### config.mk
export PLATFORM = sky130hd
export DESIGN_NAME = base64_encoder
export DESIGN_NICKNAME = d
export VERILOG_FILES = /design/src/hw/rtl/b64e_pkg.sv /design/src/hw/rtl/b64e_front.sv /design/src/hw/rtl/b64e_queue.sv /design/src/hw/rtl/b64e_back.sv /design/src/hw/rtl/base64_encoder.sv
export SDC_FILE = /design/constraint.sdc
export NUM_CORES = 1
export LEC_CHECK = 0
export BUFFER_PORTS_ARGS = -buffer_cell sky130_fd_sc_hd__buf_2
export CORE_ASPECT_RATIO = 0.6
export CORE_MARGIN = 2
export CORE_UTILIZATION = 29
export DETAILED_ROUTE_END_ITERATION = 12
export MAX_ROUTING_LAYER = met4
export PLACE_DENSITY = 0.56
export SLEW_MARGIN = 25
export SYNTH_ARGS = -nofsm -noshare
export SYNTH_HDL_FRONTEND = slang
export SYNTH_SLANG_ARGS = --single-unit
### constraint.sdc
create_clock -name clk -period 2.88 [get_ports clk]
set_input_delay 0.576 -clock clk [delete_from_list [all_inputs] [get_ports clk]]
set_output_delay 0.576 -clock clk [all_outputs]
set_load 0.01 [all_outputs]
### src/hw/rtl/b64e_pkg.sv
package b64e_pkg;

	// Default depth of the group queue between front and back
	localparam int unsigned QUEUE_DEPTH = 2;

	localparam int unsigned CHARS_PER_GROUP = 4;

	localparam logic [6:0] CHAR_PAD     = 7'h3D; // '='
	localparam logic [6:0] CHAR_PLUS    = 7'h2B; // '+'
	localparam logic [6:0] CHAR_SLASH   = 7'h2F; // '/'
	localparam logic [6:0] CHAR_MINUS   = 7'h2D; // '-'
	localparam logic [6:0] CHAR_UNDERSC = 7'h5F; // '_'
	localparam logic [6:0] CHAR_UPPER_A = 7'h41; // 'A'
	localparam logic [6:0] CHAR_LOWER_A = 7'h61; // 'a'
	localparam logic [6:0] CHAR_DIGIT_0 = 7'h30; // '0'

	// Pad counts carried with a group
	localparam logic [1:0] PAD_NONE = 2'd0;
	localparam logic [1:0] PAD_ONE  = 2'd1;
	localparam logic [1:0] PAD_TWO  = 2'd2;

	// One 24-bit group ready for serializing
	typedef struct packed {
		logic [23:0] grp;
		logic [1:0]  npad;
		logic        last;
	} b64e_group_t;

	// Queue status seen by front and back
	typedef struct packed {
		logic full;
		logic empty;
	} b64e_qstat_t;

	// Map a 6-bit value to its ASCII character
	function automatic logic [6:0] b64e_char(input logic [5:0] v, input logic url);
		logic [6:0] v7;
		v7 = {1'b0, v};
		if (v < 6'd26) begin
			return CHAR_UPPER_A + v7;
		end else if (v < 6'd52) begin
			return CHAR_LOWER_A + (v7 - 7'd26);
		end else if (v < 6'd62) begin
			return CHAR_DIGIT_0 + (v7 - 7'd52);
		end else if (v == 6'd62) begin
			return url ? CHAR_MINUS : CHAR_PLUS;
		end else begin
			return url ? CHAR_UNDERSC : CHAR_SLASH;
		end
	endfunction

endpackage

### src/hw/rtl/b64e_front.sv
module b64e_front
	import b64e_pkg::*;
(
	input  logic        clk,
	input  logic        arst_n,
	input  logic        in_valid,
	output logic        in_stall,
	input  logic [7:0]  data_byte,
	input  logic        last_byte,
	input  b64e_qstat_t qstat,
	output logic        push,
	output b64e_group_t push_grp
);

	logic [1:0]  cnt_q;
	logic [15:0] held_q;
	logic        accept;

	assign in_stall = qstat.full;
	assign accept   = in_valid && !in_stall;

	// Build the group; a count of three is taken as two
	always_comb begin
		push_grp = '0;
		push     = 1'b0;
		unique case (cnt_q)
			2'd0: begin
				push_grp.grp  = {data_byte, 16'h0000};
				push_grp.npad = PAD_TWO;
				push          = accept && last_byte;
			end
			2'd1: begin
				push_grp.grp  = {held_q[15:8], data_byte, 8'h00};
				push_grp.npad = PAD_ONE;
				push          = accept && last_byte;
			end
			default: begin
				push_grp.grp  = {held_q, data_byte};
				push_grp.npad = PAD_NONE;
				push          = accept;
			end
		endcase
		push_grp.last = last_byte;
	end

	// Pending byte count
	always_ff @(posedge clk or negedge arst_n) begin
		if (!arst_n) begin
			cnt_q <= 2'd0;
		end else if (accept) begin
			if (push) begin
				cnt_q <= 2'd0;
			end else begin
				cnt_q <= cnt_q + 2'd1;
			end
		end
	end

	// Held bytes: first in the upper half, second in the lower
	always_ff @(posedge clk) begin
		if (accept && !push) begin
			if (cnt_q == 2'd0) begin
				held_q <= {data_byte, 8'h00};
			end else begin
				held_q <= {held_q[15:8], data_byte};
			end
		end
	end

	a_last_clears: assert property (@(posedge clk) disable iff (!arst_n)
		(accept && last_byte) |=> (cnt_q == 2'd0))
		else $error("pending count not cleared after final beat");

	a_no_push_full: assert property (@(posedge clk) disable iff (!arst_n)
		push |-> !qstat.full)
		else $error("group pushed into full queue");

endmodule

### src/hw/rtl/b64e_queue.sv
module b64e_queue
	import b64e_pkg::*;
#(
	parameter int unsigned DEPTH = QUEUE_DEPTH
) (
	input  logic        clk,
	input  logic        arst_n,
	input  logic        push,
	input  b64e_group_t push_grp,
	input  logic        pop,
	output b64e_group_t head,
	output b64e_qstat_t qstat
);

	localparam int unsigned PW = (DEPTH > 1) ? $clog2(DEPTH) : 1;
	localparam int unsigned CW = $clog2(DEPTH + 1);
	localparam logic [PW-1:0] PTR_LAST = PW'(DEPTH - 1);
	localparam logic [CW-1:0] CNT_FULL = CW'(DEPTH);

	b64e_group_t   mem_q [DEPTH];
	logic [PW-1:0] wr_ptr_q;
	logic [PW-1:0] rd_ptr_q;
	logic [CW-1:0] cnt_q;

	assign qstat.full  = (cnt_q == CNT_FULL);
	assign qstat.empty = (cnt_q == '0);
	assign head        = mem_q[rd_ptr_q];

	// Pointers and fill count
	always_ff @(posedge clk or negedge arst_n) begin
		if (!arst_n) begin
			wr_ptr_q <= '0;
			rd_ptr_q <= '0;
			cnt_q    <= '0;
		end else begin
			if (push) begin
				wr_ptr_q <= (wr_ptr_q == PTR_LAST) ? '0 : wr_ptr_q + PW'(1);
			end
			if (pop) begin
				rd_ptr_q <= (rd_ptr_q == PTR_LAST) ? '0 : rd_ptr_q + PW'(1);
			end
			if (push && !pop) begin
				cnt_q <= cnt_q + CW'(1);
			end else if (pop && !push) begin
				cnt_q <= cnt_q - CW'(1);
			end
		end
	end

	// Entry storage
	always_ff @(posedge clk) begin
		if (push) begin
			mem_q[wr_ptr_q] <= push_grp;
		end
	end

	a_no_pop_empty: assert property (@(posedge clk) disable iff (!arst_n)
		pop |-> !qstat.empty)
		else $error("pop from empty queue");

endmodule

### src/hw/rtl/b64e_back.sv
module b64e_back
	import b64e_pkg::*;
(
	input  logic        clk,
	input  logic        arst_n,
	input  logic        url_safe,
	input  b64e_group_t head,
	input  b64e_qstat_t qstat,
	output logic        pop,
	output logic        out_valid,
	input  logic        out_stall,
	output logic [6:0]  out_char,
	output logic        last_char
);

	b64e_group_t cur_q;
	logic        busy_q;
	logic [1:0]  idx_q;
	logic        out_valid_q;
	logic [6:0]  char_q;
	logic        last_q;

	logic        adv;
	logic        final_char;
	logic        is_pad;
	logic [5:0]  sextet;
	logic [6:0]  ch;

	assign adv        = !out_valid_q || !out_stall;
	assign final_char = (idx_q == 2'd3);
	assign pop        = !qstat.empty && (!busy_q || (adv && final_char));

	// Pick the sextet, most significant first, and decide on padding
	always_comb begin
		unique case (idx_q)
			2'd0:    sextet = cur_q.grp[23:18];
			2'd1:    sextet = cur_q.grp[17:12];
			2'd2:    sextet = cur_q.grp[11:6];
			default: sextet = cur_q.grp[5:0];
		endcase
		is_pad = (final_char && cur_q.npad != PAD_NONE) ||
			(idx_q == 2'd2 && cur_q.npad == PAD_TWO);
		ch = is_pad ? CHAR_PAD : b64e_char(sextet, url_safe);
	end

	// Current group, char index and output valid
	always_ff @(posedge clk or negedge arst_n) begin
		if (!arst_n) begin
			busy_q      <= 1'b0;
			idx_q       <= 2'd0;
			out_valid_q <= 1'b0;
		end else begin
			if (adv) begin
				out_valid_q <= busy_q;
				if (busy_q) begin
					idx_q <= idx_q + 2'd1;
				end
			end
			if (pop) begin
				busy_q <= 1'b1;
				idx_q  <= 2'd0;
			end else if (adv && busy_q && final_char) begin
				busy_q <= 1'b0;
			end
		end
	end

	// Output beat payload and group payload
	always_ff @(posedge clk) begin
		if (adv && busy_q) begin
			char_q <= ch;
			last_q <= cur_q.last && final_char;
		end
		if (pop) begin
			cur_q <= head;
		end
	end

	assign out_valid = out_valid_q;
	assign out_char  = char_q;
	assign last_char = last_q;

	a_idx_idle: assert property (@(posedge clk) disable iff (!arst_n)
		!busy_q |-> (idx_q == 2'd0))
		else $error("char index moved with no group loaded");

endmodule

### src/hw/rtl/base64_encoder.sv
// Channel | Signals                                  | Direction
// --------+------------------------------------------+----------
// in      | in_valid, in_stall, data_byte, last_byte | sink
// out     | out_valid, out_stall, out_char, last_char| source
// cfg     | cfg_valid, cfg_ready, cfg_data           | sink
//
// A byte is taken every cycle until the group queue fills; each group of
// three bytes (or a final partial group) yields four characters, one per
// cycle while out_stall is low, out of the back serializer through its
// single-character output register. A completing byte is written to the
// queue, then its group is loaded, then its first character is registered.
// Reset is asynchronous active low and clears counts, pointers and valids.
// An output stall holds the character register; the queue keeps the front
// taking bytes until it is full, then in_stall rises.
module base64_encoder
	import b64e_pkg::*;
#(
	parameter int unsigned QDEPTH = QUEUE_DEPTH
) (
	input  logic       clk,
	input  logic       arst_n,
	input  logic       in_valid,
	output logic       in_stall,
	input  logic [7:0] data_byte,
	input  logic       last_byte,
	output logic       out_valid,
	input  logic       out_stall,
	output logic [6:0] out_char,
	output logic       last_char,
	input  logic       cfg_valid,
	output logic       cfg_ready,
	input  logic       cfg_data
);

	logic        url_q;
	logic        push;
	logic        pop;
	b64e_group_t push_grp;
	b64e_group_t head;
	b64e_qstat_t qstat;

	// Alphabet select register
	assign cfg_ready = 1'b1;
	always_ff @(posedge clk or negedge arst_n) begin
		if (!arst_n) begin
			url_q <= 1'b0;
		end else if (cfg_valid && cfg_ready) begin
			url_q <= cfg_data;
		end
	end

	b64e_front u_front (
		.clk      (clk),
		.arst_n   (arst_n),
		.in_valid (in_valid),
		.in_stall (in_stall),
		.data_byte(data_byte),
		.last_byte(last_byte),
		.qstat    (qstat),
		.push     (push),
		.push_grp (push_grp)
	);

	b64e_queue #(
		.DEPTH(QDEPTH)
	) u_queue (
		.clk     (clk),
		.arst_n  (arst_n),
		.push    (push),
		.push_grp(push_grp),
		.pop     (pop),
		.head    (head),
		.qstat   (qstat)
	);

	b64e_back u_back (
		.clk      (clk),
		.arst_n   (arst_n),
		.url_safe (url_q),
		.head     (head),
		.qstat    (qstat),
		.pop      (pop),
		.out_valid(out_valid),
		.out_stall(out_stall),
		.out_char (out_char),
		.last_char(last_char)
	);

endmodule

# == Yosys cells after proc, flatten, opt, wreduce, memory -nomap -nowiden ==
# Memory sizes are Yosys's and may differ from the RTL's. A register that Yosys moved wholly into a read port is not among the register bits.
# Index checks and enable logic that the tools add are counted.
# word_totals
word_cells,88
n_memories,1
register_bits,35
ram_bits,54
# op_classes
addsub,11
n_reduce_logical,33
n_lt_le_gt_ge,3
mux,21
n_eq_ne,7
# memory_table
name,words,width,rd,rd_ports_with_merged_regs,wr,line_no,source
u_queue.mem_q,2,27,1,1,1,b64e_queue.sv:20,b64e_group_t mem_q [DEPTH];
# ops
op,count
$pmux 26 s2,1
$mux 7,5
$pmux 6 s3,1
$logic_and 1x1->1,12
$lt 6x6->1 const B,2
$mux 2,6
$reduce_bool 2->1,5
$eq 2x2->1 const B,4
$add 6x7->7 const A,1
$add 7x6->7 const A,1
$add 7x7->7 const A,1
$logic_not 1->1,7
$mux 1,7
$sub 6x5->7 const B,1
$sub 6x6->7 const B,1
$add 2x1->2 const B,3
$eq 6x6->1 const B,1
$logic_not 2->1,3
$lt 6x5->1 const B,1
$eq 2x1->1 const B,2
$reduce_and 2->1,2
$logic_or 1x1->1,3
$mux 3,1
$add 1x1->1 const B,2
other kinds (2),2

# == Logic depth before layout (Yosys ltp) ==
# Gate-level depths: netlist of run 1.
# depth
ltp_word,9
depth_mapped,10
depth_no_buf,10

# == Cells and area by module ==
# Synthesis of run 1 repeated with hierarchy kept, for this count alone.
# hier_totals
cells_unflattened,329
hier_area_um2,5216.3
# by_module_without_submodules
mod,area_each_um2,cells_per_inst,seq_area_each_um2,instances
b64e_queue,2234.6,100,1721.7,1
b64e_back,1930.6,150,1151.1,1
b64e_front,999.7,75,530.5,1
base64_encoder,51.3,4,25.0,1

# == Worst setup path after synthesis of run 1 ==
# OpenSTA, ideal clock, no wires.
# synth_timing
kind,register -> register
startpoint,register u_front.cnt_q[0]
endpoint,"memory u_queue.mem_q[0][0] in the netlist's numbering, enable pin"
t_required_ns,2.469
setup_slack_ns,0.015
arrival_ns,2.454
period_less_slack_ns,2.865
path_buffers,1
path_stages_with_launch,7
cell_sequence,dfrtp_1 -> inv_1 -> ha_1 -> clkbuf_1 -> nor2_1 -> o21bai_1 -> nor2_1
# synth_via
elab_chain_len,5
word_cells_on_any_way,6
classes_between,1 x eq/ne; 3 x mux; 2 x reduce/logical
# synth_lines
item,line_no,source
start: declaration,b64e_front.sv:15,logic [1:0] cnt_q;
start signal: assignment,b64e_front.sv:54,cnt_q <= cnt_q + 2'd1;
$eq 2x1->1 or $logic_not 2->1 (tied branches),b64e_front.sv:26,unique case (cnt_q)
$reduce_or 2->1 (no source line) *,n/a,
$mux 1 *,n/a,
$mux 1 *,b64e_queue.sv:52,if (push) begin
$mux 1 (implied by the code) *,b64e_queue.sv:53,mem_q[wr_ptr_q] <= push_grp;
end: declaration,b64e_queue.sv:20,
# Every way passes the cells marked *; elsewhere a longest branch is shown, timed or not.

# == Worst setup path after layout of run 1 ==
# layout_timing
startpoint,register u_back.idx_q[0]
endpoint,"register u_back.char_q[2], in the netlist u_back.out_char[2] (data pin)"
# layout_via
elab_chain_len,7
word_cells_on_any_way,21
classes_between,5 x add/sub; 3 x order compare; 4 x eq/ne; 5 x mux; 4 x reduce/logical
# layout_lines
item,line_no,source
start: declaration,b64e_back.sv:18,logic [1:0] idx_q;
start signal: assignment,b64e_back.sv:56,idx_q <= idx_q + 2'd1;
"$eq 2x2->1, or another cell as far along","b64e_back.sv:35, b64e_back.sv:42",
$pmux 6 s3,b64e_back.sv:35,unique case (idx_q)
$sub 6x6->7 or $eq 6x6->1 (tied branches),"b64e_pkg.sv:44, b64e_pkg.sv:45",
$add 6x7->7 or $mux 7 (tied branches),"b64e_pkg.sv:44, b64e_pkg.sv:45",
$mux 7,b64e_pkg.sv:43,end else if (v < 6'd62) begin
$mux 7,b64e_pkg.sv:41,end else if (v < 6'd52) begin
$mux 7,b64e_pkg.sv:39,if (v < 6'd26) begin
end signal: assignment,b64e_back.sv:71,char_q <= ch;
end: declaration,b64e_back.sv:20,logic [6:0] char_q;
# Several ways; a longest one is shown, not always the timed one.
# A chain may end at the register's enable or synchronous reset.

==> flow_summary.yaml, run 1 <==
status:
  status: "finished clean"
grt:
  antenna_found_initial: 0
  grtUsageTotal: 0.120
  grt_max_degree: 29
  grt_pass1_wl_um: 16100
  overflow: 0
  grt_pass1_vias: 2853
pwr:
  power_density_nw_per_um2: 1230
  power.leakage_nw: 2.16
  power_mw: 7.43
  ir_worst_vdd_mv: 0.392
timing:
  tightest_slew_ns: 0.749
  rsz0062_at_grt: "no"
  setup_tns_ns: 0
  fin_crit_ns: 2.59
  finalWorstSetupSlack_ns: 0.292
  final_max_slew_viol_count: 0
  setup_viol: 0
  layout_worst_path_cycle_share: 0.898
  clock_skew_ns: 0.0103
  max-slew-margin-rel: 0.495
  max_freq_mhz: 386
  whs_ns: 0.0415
  hold_viol: 0
flow_run:
  drv_cap: 0
synthesis:
  syn_area_sq_um: 5010
  synth_largest_area_cell: "edfxtp_1"
  synth_ff_type: "edfxtp_1"
  seq_area_frac_synth: 0.684
  syn_nets: 354
  yosys.area.top_type_share: 0.629
  synth_edf_count: 105
  synth.area.top_cells: "edfxtp_1 (63%), mux2_2 (6.7%), dfrtp_1 (5.5%)"
  ys_ff_latch: 116
  netlist_instances: 329
  ys_warn_count: 0
  syn_area_per_cell_sq_um: 15.2
  synthDistinctLibCells: 52
  async_reset_ff_frac: 0.0948
drt:
  dr_wl_met2_um: 3780
  drt_wl_total_um: 9760
  drt-met1-wl_um: 5410
  drc_errors: 0
  wl_per_cell_um: 15.8
  vias_per_cell: 4.58
  drtIter0Drc: 302
  postRouteAntennaNets: 0
  wl_met3_um: 512
  top_layer_used: "met4"
  dr.pass1.iters: 5
  vias: 2829
worst_setup_path:
  cp_max_fo: 7
  worstSetupEndpointType: "flip-flop"
  critPathLaunchType: "flip-flop"
  cp.arrival_ns: 2.75
  crit_required_ns: 3.04
  critical_path_class: "reg2reg"
min_path:
  hp-class: "in2async"
clock_tree:
  clk_pin_slew_ns: 0.06
  cts-root-buf: "clkbuf_16"
  cts.sinks: 116
  cts_tree: "built"
  cts_buffer_depth: 2
  cts-htree-levels: 4
  clk_latency_ns: 0.41
  cts_buffers: 17
cells_and_area:
  area_growth_pct: 20.5
  drive_above_1_share: 0.286
  insertedDiodeCount: 0
  final_area_sq_um: 6040
  num-nets-final: 396
  stdcell_count: 618
  utilization: 0.355
place:
  place_inst: 584
  hpwl_um: 6620
  portBuffers: 24
  place_area_sq_um: 5440
  preCtsSetupSlack_ns: 0.206
  gp_congestion: 0.786
floorplanning:
  initial_core_util: 0.294
  die-area_sq_um: 18400
  ios: 26
  rows: 37
  core_area_sq_um: 17000
  die_h_um: 106
  chipWidth_um: 174
==> cells in the mapped netlist (all sizes together) (3+ instances only) <==
library cell,number
edfxtp,105
mux2,31
a22o,18
inv,16
and2,13
nand2,12
dfrtp,11
nor2b,11
o21ai,11
ha,10
a21oi,9
buf,8
nor2,8
clkbuf,6
nand3,6
nor3,5
a222oi,4
nand2b,4
a32o,3
mux2i,3
nand4,3
o211ai,3
xnor2,3
==> cell type report <==
cell class	count	area [sq um]
inverter	16	60.1
fill	1676	11000
tap	234	293
clock buffer	17	425
timing repair buffer	37	218
sequential	116	3430
multi-input combinational	183	1470
clock inverter	15	149
==> where the power goes <==
part | total (mW) | internal, mW | leakage (nW) | switching [mW]
Clock | 2.03 | 1.21 | 0.278 | 0.822
Sequential | 2.68 | 2.54 | 1.10 | 0.142
Combinational | 2.71 | 1.09 | 0.783 | 1.63
Total | 7.43 | 4.84 | 2.16 | 2.59
==> flip-flops by register name (all words and copies together), names as in the netlist <==
| name | cells |
|---|---|
| u_back.busy_q | 1 |
| u_queue.rd_ptr_q | 1 |
| u_queue.cnt_q | 2 |
| u_queue.wr_ptr_q | 1 |
| u_queue.mem_q | 54 |
| u_back.out_valid | 1 |
| u_back.out_char | 7 |
| u_back.idx_q | 2 |
| u_back.last_char | 1 |
| url_q | 1 |
| u_front.cnt_q | 2 |
| u_back.cur_q | 27 |
| u_front.held_q | 16 |
==> metal layers <==
layer	global-route usage	vias to the layer above
met5	-	-
met4	0.0402	0
met3	0.0364	9
met2	0.149	83
met1	0.182	1374
li1	-	1363
==> worst paths after layout <==
| kind | startpoint | end | slack, ns | cells after the start |
|---|---|---|---|---|
| setup / recovery | u_back.idx_q[0] | u_back.out_char[2] | 0.29 | 10 |
| hold / removal | arst_n | u_front.cnt_q[1] | 0.04 | 1 |
| setup reg to reg | u_back.idx_q[0] | u_back.out_char[2] | 0.29 | 10 |
| hold reg to reg | u_queue.wr_ptr_q | u_queue.wr_ptr_q | 0.51 | 1 |
| max in group asynchronous | arst_n | u_back.out_valid | 2.61 | 1 |
| min in group clk | data_byte[7] | u_front.held_q[15] | 0.39 | 1 |
==> critical path, cell delays in order, from the launching register on <==
cell	delay, ns
dfrtp_1	0.42
inv_1	0.10
ha_1	0.29
a222oi_1	0.11
buf_4	0.18
a21oi_4	0.24
inv_1	0.16
ha_1	0.28
o21ai_0	0.19
a221oi_1	0.10
a211o_1	0.28
==> placed cells by master, fill, tap and decap left out, drive strengths merged, types with 3 or more instances in the layout <==
cell,instances
inv,23
and2,13
nor2b,11
o21ai,11
nand2,12
nand2b,4
edfxtp,105
nor2,8
mux2,31
dfrtp,11
a222oi,4
nand4,3
buf,37
clkbuf,17
o211ai,3
a32o,3
a22o,18
mux2i,3
nor3,5
a21oi,9
xnor2,3
ha,10
clkinv,5
nand3,6
==> timing repair <==
item,CTS,global route
endpoints found under the setup margin,0,3
hold buffers,0,0
setup buffers,0,2
gates resized for setup,0,2
==> cell families (layout without fill, tap and decap cells) <==
group                      Yosys count  count (layout)  share of synthesized area
xor gates and xnor gates             5               5                    0.00873
buffers and inverters               30              85                     0.0264
other                                1               1                   0.000748
adders and majority gates           10              10                     0.0250
AOI/OAI and AO/OA                   68              68                      0.110
DFF                                116             116                      0.684
muxes                               34              34                     0.0763
and+or+nand+nor                     65              65                     0.0691
Power figures use the tool's default switching activity.
==> inputs of run 2 (changes only) <==
- clock period: 2.88 -> 2.3 ns (I/O delays scaled with it)
==> run 2 against run 1 <==
  * Largest power group unchanged
  * Sequential share of layout area shrank 4.1 points
  * Wire length grew 9.3%
  * Design area grew 7.9%
==> flow_summary.yaml, run 2 (same netlist as run 1, synthesis figures left out) <==
drt:
  drc_errors: 0
  postRouteAntennaNets: 0
  dr.pass1.iters: 4
  vias_per_cell: 4.60
  drtIter0Drc: 208
  drt_wl_total_um: 10700
  wl_per_cell_um: 16.4
  vias: 2997
grt:
  grt_max_degree: 29
  grt_pass1_wl_um: 16800
  grt_pass1_vias: 3002
  antenna_found_initial: 0
  overflow: 0
  grtUsageTotal: 0.128
clock_tree:
  cts_buffers: 17
  clk_pin_slew_ns: 0.06
  clk_latency_ns: 0.41
  cts-root-buf: "clkbuf_16"
  cts-htree-levels: 4
  cts.sinks: 116
  cts_tree: "built"
  cts_buffer_depth: 2
timing:
  layout_worst_path_cycle_share: 0.990
  rsz0062_at_grt: "yes"
  final_max_slew_viol_count: 0
  max-slew-margin-rel: 0.629
  max_freq_mhz: 439
  hold_viol: 0
  whs_ns: 0.281
  clock_skew_ns: 0.00915
  fin_crit_ns: 2.28
  tightest_slew_ns: 0.556
  setup_viol: 0
pwr:
  comb_power_share: 0.433
  ir_worst_vdd_mv: 0.533
  sw_frac_of_total: 0.342
  switching_power_mw: 3.55
  p_seq_frac: 0.323
  p_int_mw: 6.84
  power.share.clock: 0.244
  power_mw: 10.4
  power_density_nw_per_um2: 1590
  power.leakage_nw: 2.33
floorplanning:
  die_h_um: 106
  chipWidth_um: 174
  ios: 26
  initial_core_util: 0.294
  core_area_sq_um: 17000
  rows: 37
  die-area_sq_um: 18400
cells_and_area:
  largest_reg_flops: 54
  drive_above_1_share: 0.403
  layout_commonest_cell: "edfxtp_1"
  largest_registers: "u_queue.mem_q (54), u_back.cur_q (27), u_front.held_q (16)"
  stdcell_count: 651
  num-nets-final: 429
  area_growth_pct: 30.0
  layout_common_cells: "edfxtp_1 (105), buf_4 (40), mux2_2 (30)"
  top_register: "u_queue.mem_q"
  insertedDiodeCount: 0
  fillers: 1624
place:
  place_inst: 607
  gp_congestion: 0.815
  portBuffers: 24
  hpwl_um: 7080
worst_setup_path:
  cp.arrival_ns: 2.44
  worstSetupEndpointType: "flip-flop"
  critical_path_class: "reg2reg"
  cp-endpoint: "u_back.out_char[2]"
  critPathLaunchType: "flip-flop"
  reg2regPathDepth: 8
  cp_max_fo: 6
  r2r_start: "u_back.idx_q[1]"
  rr_endpoint: "u_back.out_char[2]"
  ff2ff_setup_slack_ns: 0.02
  crit_required_ns: 2.46
  critPathLaunch: "u_back.idx_q[1]"
min_path:
  hp-start: "data_byte[7]"
  hp-class: "in2reg"
status:
  status: "finished clean"
flow_run:
  drv_cap: 0
[run 2: changes by cell type in the layout (fill, tap and decap cells not counted), sizes merged]
cell         delta
dlygate4sd3     +1
clkbuf          +2
mux2            +1
clkinvlp        +1
inv             -5
buf            +31
clkinv          +1
bufinv          +1
[run 2: worst min path at each step]
stage	slack, ns	cells after the start	to
floorplan	0.16	0	u_back.busy_q
global placement	0.37	1	url_q
global route	0.27	1	u_front.held_q[8]
finish	0.28	1	u_front.held_q[15]
CTS	0.27	1	u_front.held_q[15]
detailed placement	0.37	1	url_q
[run 2: power groups by stage]
stage          clock, mW  combinational [mW]  sequential (mW)
2_1_floorplan          0                2.43             3.38
3_3_place_gp           0                3.74             3.37
3_5_place_dp           0                3.79             3.39
4_1_cts             2.58                4.18             3.36
5_1_grt             2.69                4.90             3.41
6_report            2.53                4.50             3.36
[run 2: per-stage QoR]
step | cell area (sq um) | utilization | setup TNS (ns) | setup slack (ns)
4_1_cts | 6380 | 0.375 | 0 | 0.000961
2_1_floorplan | 5020 | - | -4.41 | -0.163
6_report | 6520 | 0.383 | 0 | 0.0225
5_1_grt | 6520 | 0.383 | -0.192 | -0.0832
3_5_place_dp | 5640 | 0.331 | -0.703 | -0.198
3_3_place_gp | 5640 | 0.331 | -0.472 | -0.129
[run 2: routing by layer]
metal / vias to the layer above / GRT usage / wire length [um]
met5: - / - / 0
met4: 0 / 0.0396 / 124
met3: 14 / 0.0397 / 590
met2: 70 / 0.162 / 4260
met1: 1479 / 0.189 / 5700
li1: 1434 / - / -
[run 2: worst max-delay path, cell delays in order, from the launching register on]
cell,delay (ns)
dfrtp_1,0.39
inv_2,0.08
ha_4,0.18
a222oi_1,0.49
buf_4,0.23
mux2i_4,0.11
a21oi_1,0.16
o31ai_1,0.09
a211o_1,0.29
[run 2: repair_timing]
action | in CTS | in global routing
hold endpoints to repair | 11 | 0
hold buffers | 1 | 0
resized for setup | 26 | 23
cloned | 0 | 1
setup endpoints to repair | 6 | 33
pin swaps | 5 | 7
setup buffers | 6 | 4
[run 2: cell type report]
cell class	instances	area (sq um)	share of cell area
Multi-Input combinational cell	184	1670	0.256
Clock buffer	19	433	0.0664
Inverter	16	65.1	0.00998
Clock inverter	13	134	0.0205
Tap cell	234	293	0.0449
Timing Repair Buffer	69	497	0.0762
Sequential cell	116	3430	0.526
